## src/hw/rtl/src_delay.sv

```systemverilog
// fixed-length register line that keeps side data aligned with the pipeline
module src_delay #(
   parameter int unsigned WIDTH = 32,
   parameter int unsigned DEPTH = 4
) (
   input  logic             clock,
   input  logic             enable,
   input  logic [WIDTH-1:0] din,
   output logic [WIDTH-1:0] dout
);

   logic [WIDTH-1:0] tap_ff [DEPTH];

   // shift on every pipeline advance
   always_ff @(posedge clock) begin
      if (enable) begin
         tap_ff[0] <= din;
         for (int i = 1; i < DEPTH; i++) begin
            tap_ff[i] <= tap_ff[i-1];
         end
      end
   end

   assign dout = tap_ff[DEPTH-1];

endmodule

```

## config.mk

```make
export PLATFORM = sky130hd
export DESIGN_NAME = src_delay
export DESIGN_NICKNAME = d
export VERILOG_FILES = /design/src/hw/rtl/src_delay.sv
export SDC_FILE = /design/constraint.sdc
export NUM_CORES = 1
export LEC_CHECK = 0
export BUFFER_PORTS_ARGS = -buffer_cell sky130_fd_sc_hd__buf_2
export CORE_MARGIN = 2
export CORE_UTILIZATION = 43
export DETAILED_ROUTE_END_ITERATION = 6
export PLACE_DENSITY = 0.62
export SKIP_LAST_GASP = 1
export SLEW_MARGIN = 10
export SYNTH_ARGS = -nofsm -noshare
export SYNTH_HDL_FRONTEND = slang
export SYNTH_SLANG_ARGS = --single-unit
```

## constraint.sdc

```tcl
create_clock -name clock -period 1.1 [get_ports clock]
set_clock_uncertainty 0.15 [all_clocks]
set_input_delay 0.055 -clock clock [delete_from_list [all_inputs] [get_ports clock]]
set_output_delay 0.055 -clock clock [all_outputs]
set_load 0.01 [all_outputs]
```

==> impl_metrics.toml <==
[cts]
cts_inserted_buffers = 17
clock-sinks = 128
cts_setup_buffers = 0
clk_path_buf_depth = 2
clock_latency_ns = 0.49
htree_levels = 4
path_clk_slew_ns = 0.06
cts_root_buf = "clkbuf_8"
cts_tree = "done"

[pwr]
ir_drop_mv = 1.18
power.density_nw_per_um2 = 2080
comb_power_share_pct = 3.3
p_int_uw = 8680
power_leakage_uw = 0.00193
switching_share_pct = 20.0
clkPwrFrac_pct = 43.1
p_switching_uw = 2180
pwr-share-seq_pct = 53.6

[timing]
finalSetupViolations = 32
timing.final.ws_setup_ns = -0.121
tightest_slew_ns = 0.273
drv_slew = 0
slew_headroom_pct = 81.8
hold_viol = 0
fmax_mhz = 819
period_minus_slack_ns = 1.22
fin_crit_sh_pct = 111
grt_setup_unrepaired = "true"

[place]
portBuffers = 65
dp_cells = 305
place_area_um2 = 4370
gp_congestion = 0.637
pre_cts_ws_ns = 0.134

[final_layout]
finalInstanceArea_um2 = 5220
top_register = "tap_ff"
drive_above_1_share_pct = 37.4
nets = 283
diodes = 0
nMultiInputCombCells = 0
area_growth_pct = 35.7
largest_reg_flops = 128
final_cell_count_no_fill = 370
multi_input_area_um2 = 0
fin_util_pct = 60.1
fillers = 635
reg_top3 = "tap_ff: 128 flops"

[logic_synthesis]
yosysTopAreaCell = "edfxtp_1"
synth_ff_type = "edfxtp_1"
synth_async_sr_flop_share_pct = 0
synth_commonest_cells = "edfxtp_1"
ys_ff_latch = 128
synth_top_area_share_pct = 100
synth_area_per_cell_um2 = 30.0
syn_area_um2 = 3840
ys_seq_area_share_pct = 100
yosys-top-cells-area = "edfxtp_1"
ys_warn_count = 0
syn_nets = 162
synth_edf_count = 128
syn_inst = 128
synthDistinctLibCells = 1
yosysMostFrequentCell = "edfxtp_1"

[setup_path]
startpoint_type = "flip-flop"
crit_buf_inv = 1
cp_cell_sequence = "buf_2"
crit_slowest_cell = "edfxtp_1"
r2r_setup_slack_ns = 0.31
critical_path_required_ns = 0.89
max_stage_delay_ns = 0.37
end_kind = "output port"
crit_family = "flip-flops"
crit_type = "reg2out"
cp.arrival_ns = 1.02
crit_fanout = 1

[detailed_routing]
dr.first_iter.drc_count = 35
drc = 0
totalWireLength_um = 4760
post_drt_wl_per_cell_um = 12.9
firstDrtPassIters = 4
vias = 1603
ant_nets = 0
vias_per_cell = 4.33

[outcome]
violations = "setup timing"
outcome = "complete, but fails checks"

[die]
initial_utilization_pct = 44.3
row_count = 34
die_h_um = 98.5
die_w_um = 98.5
core-area_um2 = 8680
die_area_um2 = 9710
pin_count = 66

[grt]
grt_pass1_wl_um = 7680
grt_pass1_vias = 1658
grtUsageTotal_pct = 10.8
grt_max_degree = 41
grt-ovfl-total = 0
antenna_found_initial = 0

[flow_run]
drv_cap = 0

[worst_hold_path]
hold_path_class = "in2reg"
## final timing paths
check           startpoint       endpoint  cells past startpoint
min reg2reg  tap_ff[2][25]  tap_ff[3][25]                      0
max reg2reg   tap_ff[1][0]   tap_ff[2][0]                      0
min                din[31]  tap_ff[0][31]                      2
max          tap_ff[3][31]       dout[31]                      1
## stage by stage
step | hold slack (ns) | setup TNS, ns | power [uW]
2_1_floorplan | 0.00387 | 0 | 5940
3_3_place_gp | 0.0821 | 0 | 6170
3_5_place_dp | 0.0831 | 0 | 6200
4_1_cts | 0.0816 | -4.18 | 11000
5_1_grt | 0.101 | -4.83 | 11300
6_report | 0.115 | -3.09 | 10900
## kinds of logic after synthesis
kind of cell / share of synthesized area [%]
flip-flops: 100
## timing repair
item | CTS | global route
resized for setup | 0 | 0
hold endpoints to repair | 160 | 0
hold buffers | 33 | 0
endpoints found under the setup margin | 32 | 32
## power groups by stage
stage	Clock, uW	Combinational (uW)	Sequential, uW
after floorplan	0	0	5940
after global placement	0	268	5910
after detailed placement	0	279	5920
after CTS	4810	370	5820
after global routing	5070	395	5850
final	4680	362	5820
## routing by layer
layer / GRT usage (%) / wire [um] / vias to the layer above / part of all wire, %
li1: - / - / 772 / -
met1: 12.3 / 1870 / 762 / 39
met2: 17.1 / 2510 / 57 / 53
met3: 4.40 / 270 / 12 / 5.7
met4: 6.85 / 111 / 0 / 2.3
met5: 0 / 0 / - / 0
## layout make-up
type	instances	area, um^2	area share [%]
clock buffer	18	418	8.01
sequential	128	3840	73.7
clock inverter	14	93.8	1.80
timing repair buffer	102	726	13.9
tap	108	135	2.59
## layout by cell type (no fill, tap or decap), drive strengths merged
master,Yosys,final
buf,0,69
clkbuf,0,18
clkinv,0,9
clkinvlp,0,3
dlygate4sd3,0,33
edfxtp,128,128
inv,0,2
(Power assumes the default switching activity.)
