<file path="config.mk">
export PLATFORM = sky130hd
export DESIGN_NAME = src_front
export DESIGN_NICKNAME = d
export VERILOG_FILES = /design/src/hw/rtl/src_pkg.sv /design/src/hw/rtl/src_front.sv
export SDC_FILE = /design/constraint.sdc
export NUM_CORES = 2
export LEC_CHECK = 0
export BUFFER_PORTS_ARGS = -buffer_cell sky130_fd_sc_hd__clkbuf_2
export CAP_MARGIN = 20
export CORE_ASPECT_RATIO = 1.4
export CORE_MARGIN = 4
export CORE_UTILIZATION = 25
export CTS_CLUSTER_SIZE = 25
export DETAILED_ROUTE_END_ITERATION = 12
export GPL_TIMING_DRIVEN = 0
export PLACE_DENSITY = 0.43
export SETUP_SLACK_MARGIN = 0.15
export SYNTH_ARGS = -nofsm -noshare
export SYNTH_HDL_FRONTEND = slang
export SYNTH_SLANG_ARGS = --single-unit
</file>
<file path="constraint.sdc">
create_clock -name clock -period 18.3 [get_ports clock]
set_clock_uncertainty 0.05 [all_clocks]
set_input_delay 1.83 -clock clock [delete_from_list [all_inputs] [get_ports clock]]
set_output_delay 1.83 -clock clock [all_outputs]
set_load 0.02 [all_outputs]
</file>
<file path="src/hw/rtl/src_pkg.sv">
// shared types, constants and helper functions of the sensor compensation pipeline
package src_pkg;

   // calibration coefficients as raw bit slices
   typedef struct packed {
      logic [15:0] t1;
      logic [15:0] t2;
      logic [15:0] t3;
      logic [15:0] p1;
      logic [15:0] p2;
      logic [15:0] p3;
      logic [15:0] p4;
      logic [15:0] p5;
      logic [15:0] p6;
      logic [15:0] p7;
      logic [15:0] p8;
      logic [15:0] p9;
      logic [7:0]  h1;
      logic [15:0] h2;
      logic [7:0]  h3;
      logic [11:0] h4;
      logic [11:0] h5;
      logic [7:0]  h6;
   } coef_type;

   // partial products of a 64-bit by 17-bit product, modulo 2^64
   typedef struct packed {
      logic [63:0] low;
      logic [31:0] high;
   } part_type;

   // calibration register indexes (byte address bits 5:3)
   localparam logic [2:0] REG_CALIB_TEMP       = 3'd0;
   localparam logic [2:0] REG_CALIB_PRESS_LOW  = 3'd1;
   localparam logic [2:0] REG_CALIB_PRESS_HIGH = 3'd2;
   localparam logic [2:0] REG_CALIB_PRESS_LAST = 3'd3;
   localparam logic [2:0] REG_CALIB_HUMIDITY   = 3'd4;

   // fixed constants of the compensation formulas
   localparam logic [33:0] C_FINE_PRESS   = 34'd128000;
   localparam logic [20:0] C_PRESS_BASE   = 21'd1048576;
   localparam logic [16:0] C_PRESS_SCALE  = 17'd3125;
   localparam logic [31:0] C_FINE_HUM     = 32'd76800;
   localparam logic [31:0] C_HUM_MAX      = 32'd419430400;
   localparam logic [31:0] C_HUM_ROUND    = 32'd16384;
   localparam logic [31:0] C_HUM_OFFSET   = 32'd2097152;
   localparam logic [31:0] C_HUM_HALF     = 32'd32768;
   localparam logic [31:0] C_HUM_ROUND2   = 32'd8192;
   localparam logic [63:0] C_BIAS_47      = 64'h0000_8000_0000_0000;
   localparam logic [16:0] HUM_OUT_MAX    = 17'd102400;

   // stage counts of the pipeline sections
   localparam int unsigned DIV_BITS  = 64;
   localparam int unsigned FRONT_LAT = 5;
   localparam int unsigned PREP_LAT  = 6;
   localparam int unsigned DIV_LAT   = DIV_BITS + 2;
   localparam int unsigned POST_LAT  = 5;
   localparam int unsigned HUM_LAT   = 10;

   // split a * sext(c) mod 2^64 into two 32-bit-wide products
   function automatic part_type mul_part(input logic [63:0] a, input logic [16:0] c);
      logic [31:0] c_lo;
      logic [31:0] fix;
      part_type    r;
      c_lo   = 32'($signed(c));
      fix    = c[16] ? a[31:0] : 32'd0;
      r.low  = {32'd0, a[31:0]} * {32'd0, c_lo};
      r.high = a[63:32] * c_lo - fix;
      return r;
   endfunction

   // recombine the partial products
   function automatic logic [63:0] part_sum(input part_type p);
      return p.low + {p.high, 32'd0};
   endfunction

endpackage

</file>
<file path="src/hw/rtl/src_front.sv">
// temperature section: fine temperature term, centi-degree result, downstream seeds
module src_front (
   input  logic              clock,
   input  logic              reset,
   input  logic              enable,
   input  src_pkg::coef_type coef,
   input  logic              in_valid,
   input  logic [19:0]       temp_code,
   input  logic [19:0]       press_code,
   input  logic [15:0]       hum_code,
   output logic              out_valid,
   output logic [31:0]       temperature,
   output logic [33:0]       v1,
   output logic [31:0]       hv,
   output logic [19:0]       adc_p,
   output logic [15:0]       adc_h
);

   logic [4:0]  vld_ff;
   logic [19:0] p1_ff, p2_ff, p3_ff, p4_ff, p5_ff;
   logic [15:0] h1_ff, h2_ff, h3_ff, h4_ff, h5_ff;
   logic [31:0] a_ff, a_in, b_ff, b_in;
   logic [31:0] at_ff, at_in, bb_ff, bb_in;
   logic [31:0] x_ff, x_in, y_ff, y_in;
   logic [31:0] fine_ff, fine_in;
   logic [31:0] temp_ff, temp_in, hv_ff, hv_in;
   logic [33:0] v1_ff, v1_in;

   // stage 1: offsets against t1
   assign a_in = 32'(temp_code >> 3) - 32'({coef.t1, 1'b0});
   assign b_in = 32'(temp_code >> 4) - 32'(coef.t1);
   // stage 2: products
   assign at_in = a_ff * 32'($signed(coef.t2));
   assign bb_in = b_ff * b_ff;
   // stage 3: scale and second product
   assign x_in = 32'($signed(at_ff) >>> 11);
   assign y_in = 32'($signed(bb_ff) >>> 12) * 32'($signed(coef.t3));
   // stage 4: fine temperature
   assign fine_in = x_ff + 32'($signed(y_ff) >>> 14);
   // stage 5: temperature and seeds for pressure and humidity
   assign temp_in = 32'($signed(fine_ff * 32'd5 + 32'd128) >>> 8);
   assign v1_in   = 34'($signed(fine_ff)) - src_pkg::C_FINE_PRESS;
   assign hv_in   = fine_ff - src_pkg::C_FINE_HUM;

   // valid bits
   always_ff @(posedge clock) begin
      if (reset) begin
         vld_ff <= '0;
      end else if (enable) begin
         vld_ff <= {vld_ff[3:0], in_valid};
      end
   end

   // datapath registers
   always_ff @(posedge clock) begin
      if (enable) begin
         a_ff    <= a_in;
         b_ff    <= b_in;
         p1_ff   <= press_code;
         h1_ff   <= hum_code;
         at_ff   <= at_in;
         bb_ff   <= bb_in;
         p2_ff   <= p1_ff;
         h2_ff   <= h1_ff;
         x_ff    <= x_in;
         y_ff    <= y_in;
         p3_ff   <= p2_ff;
         h3_ff   <= h2_ff;
         fine_ff <= fine_in;
         p4_ff   <= p3_ff;
         h4_ff   <= h3_ff;
         temp_ff <= temp_in;
         v1_ff   <= v1_in;
         hv_ff   <= hv_in;
         p5_ff   <= p4_ff;
         h5_ff   <= h4_ff;
      end
   end

   assign out_valid   = vld_ff[4];
   assign temperature = temp_ff;
   assign v1          = v1_ff;
   assign hv          = hv_ff;
   assign adc_p       = p5_ff;
   assign adc_h       = h5_ff;

endmodule

</file>
==> impl_metrics.tcl <==
set metrics [dict create \
    final_layout_size_suffix_gt1_frac 0.07540 \
    syn-cell-area_um2 46100 \
    critPathCaptureType "flip-flop" \
    reg2reg_from "a_ff[30]$_DFFE_PP_" \
    syn2layout_area_growth_pct 12.33 \
    final_util 0.2824 \
    die_w_um 370.9 \
    cp_max_fo 10 \
    gp_congestion 0.8284 \
    maxCapViolations 0 \
    root_buffer "clkbuf_16" \
    clock.fmax_mhz 103.8 \
    vias 29070 \
    hold_ws_ns 0.3200 \
    overflow 0 \
    io_buffers 220 \
    antenna_left 0 \
    wire_per_inst_um 17.53 \
    synth_warnings 0 \
    synth_edf_count 368 \
    crit_path_start_kind "flip-flop" \
    dr.pass1.iters 6 \
    synthArstFlopShare 0 \
    holdBufCountCts 0 \
    place_area_um2 50370 \
    wirelength_mm 122.7 \
    slew_viol_final 0 \
    setup_viol 0 \
    layout.nets 6095 \
    cts.repair.resized 0 \
    fin_crit_ns 9.634 \
    grt_pass1_vias 32550 \
    clk_latency_ns 0.63 \
    worstPathRequired_ns 18.60 \
    grt_pass1_wl_mm 190.8 \
    hold_viol 0 \
    drc 0 \
    ys_seq_elements 373 \
    num_io_pins 451 \
    maxSlewHeadroom 0.2379 \
    postCtsSetupBuffers 0 \
    dr.first_iter.drc_count 1188 \
    syn_nets 5823 \
    die_h_um 516.1 \
    rsz0062_at_grt "false" \
    min_period_over_period 0.5265 \
    core_area_um2 183400 \
    tns_ns 0 \
    grt_max_degree 116 \
    worst_pin_slew_ns 1.143 \
    worstSetupPathType "flip-flop to flip-flop" \
    seq_area_frac_synth 0.2419 \
    crit_start "a_ff[30]$_DFFE_PP_" \
    min_path_type "flip-flop to flip-flop" \
    htree_levels 2 \
    antenna_found_initial 17 \
    worstPathArrival_ns 9.93 \
    cts-buffers-inserted 45 \
    clk_pin_slew_ns 0.06 \
    dp_hpwl_mm 102.4 \
    yosysUniqueCellTypes 64 \
    start_util 0.2514 \
    cts.path.max_buffers 3 \
    hold_start "h2_ff[8]$_DFFE_PP_" \
    clkSinkCount 373 \
    synth-main-ff-cell "edfxtp_1" \
    status "finished, final reports clean" \
    die-area_um2 191400 \
    syn_area_per_cell_um2 10.85 \
    cts_tree "built" \
    row_count 186 \
    via_per_inst 4.154 \
    syn_inst 4248 \
    grt_use_total 0.1310 \
    final_cell_area_um2 51790 \
]
[through the flow]
step | instances | worst slack, ns
2_1_floorplan | 4248 | 10.32
3_3_place_gp | 6912 | 7.767
3_5_place_dp | 6917 | 8.409
4_1_cts | 6993 | 8.564
5_1_grt | 6994 | 8.246
6_report | 6999 | 8.666
[path summary, 6_finish.rpt]
| kind | cells after the start | endpoint | slack [ns] |
|---|---|---|---|
| setup / recovery | 24 | bb_ff[31]$_DFFE_PP_ | 8.67 |
| hold / removal | 0 | h3_ff[8]$_DFFE_PP_ | 0.32 |
| setup reg to reg | 24 | bb_ff[31]$_DFFE_PP_ | 8.67 |
| hold reg to reg | 0 | h3_ff[8]$_DFFE_PP_ | 0.32 |
[area by class of cell]
type	instances	area [µm²]
antenna	6	15.01
tap	2444	3058
buffer	170	752.0
timing repair buffer	225	1205
clock inverter	25	260.3
multi-input combinational	2667	30300
clock buffer	51	1149
sequential	373	11150
inverter	1038	3896
fill	19520	131600
[synth_stat cells, drive strengths merged (4+ instances only)]
| library cell | n | area, µm² |
|---|---|---|
| and3 | 16 | 100.1 |
| clkbuf | 137 | 514.2 |
| nor2 | 111 | 416.7 |
| nor2b | 19 | 118.9 |
| a2111oi | 4 | 60.06 |
| o21bai | 10 | 82.58 |
| nand2b | 25 | 156.4 |
| nand4 | 8 | 50.05 |
| o21ai | 35 | 175.2 |
| and2 | 318 | 1989 |
| nand3 | 17 | 85.08 |
| or2 | 11 | 68.82 |
| dfxtp | 5 | 100.1 |
| nand2 | 431 | 1618 |
| xnor2 | 142 | 1244 |
| ha | 391 | 4892 |
| a21o | 26 | 195.2 |
| a41oi | 4 | 42.55 |
| xor2 | 42 | 367.9 |
| fa | 868 | 17380 |
| mux2i | 6 | 60.06 |
| inv | 1037 | 3892 |
| a31oi | 10 | 68.81 |
| o31a | 5 | 43.79 |
| nor3 | 28 | 140.1 |
| edfxtp | 368 | 11050 |
| a21oi | 60 | 304.0 |
| buf | 33 | 237.7 |
| a21boi | 8 | 60.06 |
| o21a | 27 | 202.7 |
| and4 | 5 | 43.79 |
| a221oi | 6 | 52.55 |
| a31o | 4 | 35.03 |
[sequential cells by signal, summed over array words and instances (netlist names), 18 cells and up]
name and flops:
temperature 24, x_ff 21, y_ff 18, p3_ff 20
at_ff 21, a_ff 18, p1_ff 20, p4_ff 20
adc_p 20, p2_ff 20, fine_ff 22, bb_ff 20
hv 32
[cells in the final DEF, fill, tap and decap left out, types with 5 or more instances in the layout]
cell type  Yosys  routed
nor2_1       111     111
nand4_1        8       8
buf_4         30      31
and3_1        16      16
nor3_1        28      28
nand3_1       17      17
a31oi_1        9       9
and2_1       318     318
a21oi_1       59      59
xor2_1        42      42
dfxtp_1        5       5
diode_2        0       6
and4_1         5       5
clkinv_1       1       8
inv_1       1036    1036
ha_1         391     391
mux2i_1        6       6
nor2b_1       19      19
nand2_1      431     431
a221oi_1       6       6
nand2b_1      25      25
o21bai_1       8       8
xnor2_1      142     142
o31a_1         5       5
clkbuf_1     137     143
o21a_1        27      27
fa_1         868     868
clkbuf_2       0     219
or2_2         11      11
a21o_1        26      26
clkinv_2       0       5
o21ai_0       31      31
a21boi_0       7       7
clkbuf_16      0      45
edfxtp_1     368     368
[logic make-up (layout without fill, tap and decap cells)]
kind of cell	Yosys count	count (layout)	synth area share
other	0	6	0
and+or+nand+nor	998	998	0.1052
DFF	373	373	0.2419
buffers and inverters	1208	1509	0.1008
xor gates and xnor gates	184	184	0.03496
adders and majority gates	1259	1259	0.4830
muxes	6	6	0.001303
AOI/OAI and AO/OA	220	220	0.03278
[critical path, cell delays in order (launching register included)]
cell,delay (ns)
edfxtp_1,0.56
clkbuf_1,0.65
clkbuf_1,0.82
nand2_1,0.36
fa_1,0.85
inv_1,0.24
fa_1,0.50
fa_1,0.53
inv_1,0.06
fa_1,0.50
inv_1,0.06
fa_1,0.49
fa_1,0.50
fa_1,0.49
inv_1,0.05
fa_1,0.49
inv_1,0.04
ha_1,0.32
a2111o_1,0.40
a31oi_2,0.21
nor3_1,0.13
a2111oi_4,0.43
o21bai_2,0.13
a21oi_2,0.18
xnor2_1,0.30
[metal layers]
metal / routed length, µm / track usage / vias up
met2: 64610 / 0.2443 / 575
met5: 23 / 0 / -
met3: 4965 / 0.01588 / 128
met4: 2956 / 0.03171 / 4
li1: - / - / 13350
met1: 50110 / 0.1594 / 15020
Power is left out: the tool's default activity adds up to more than one toggle a clock period on the data nets, which glitch-free logic cannot reach.
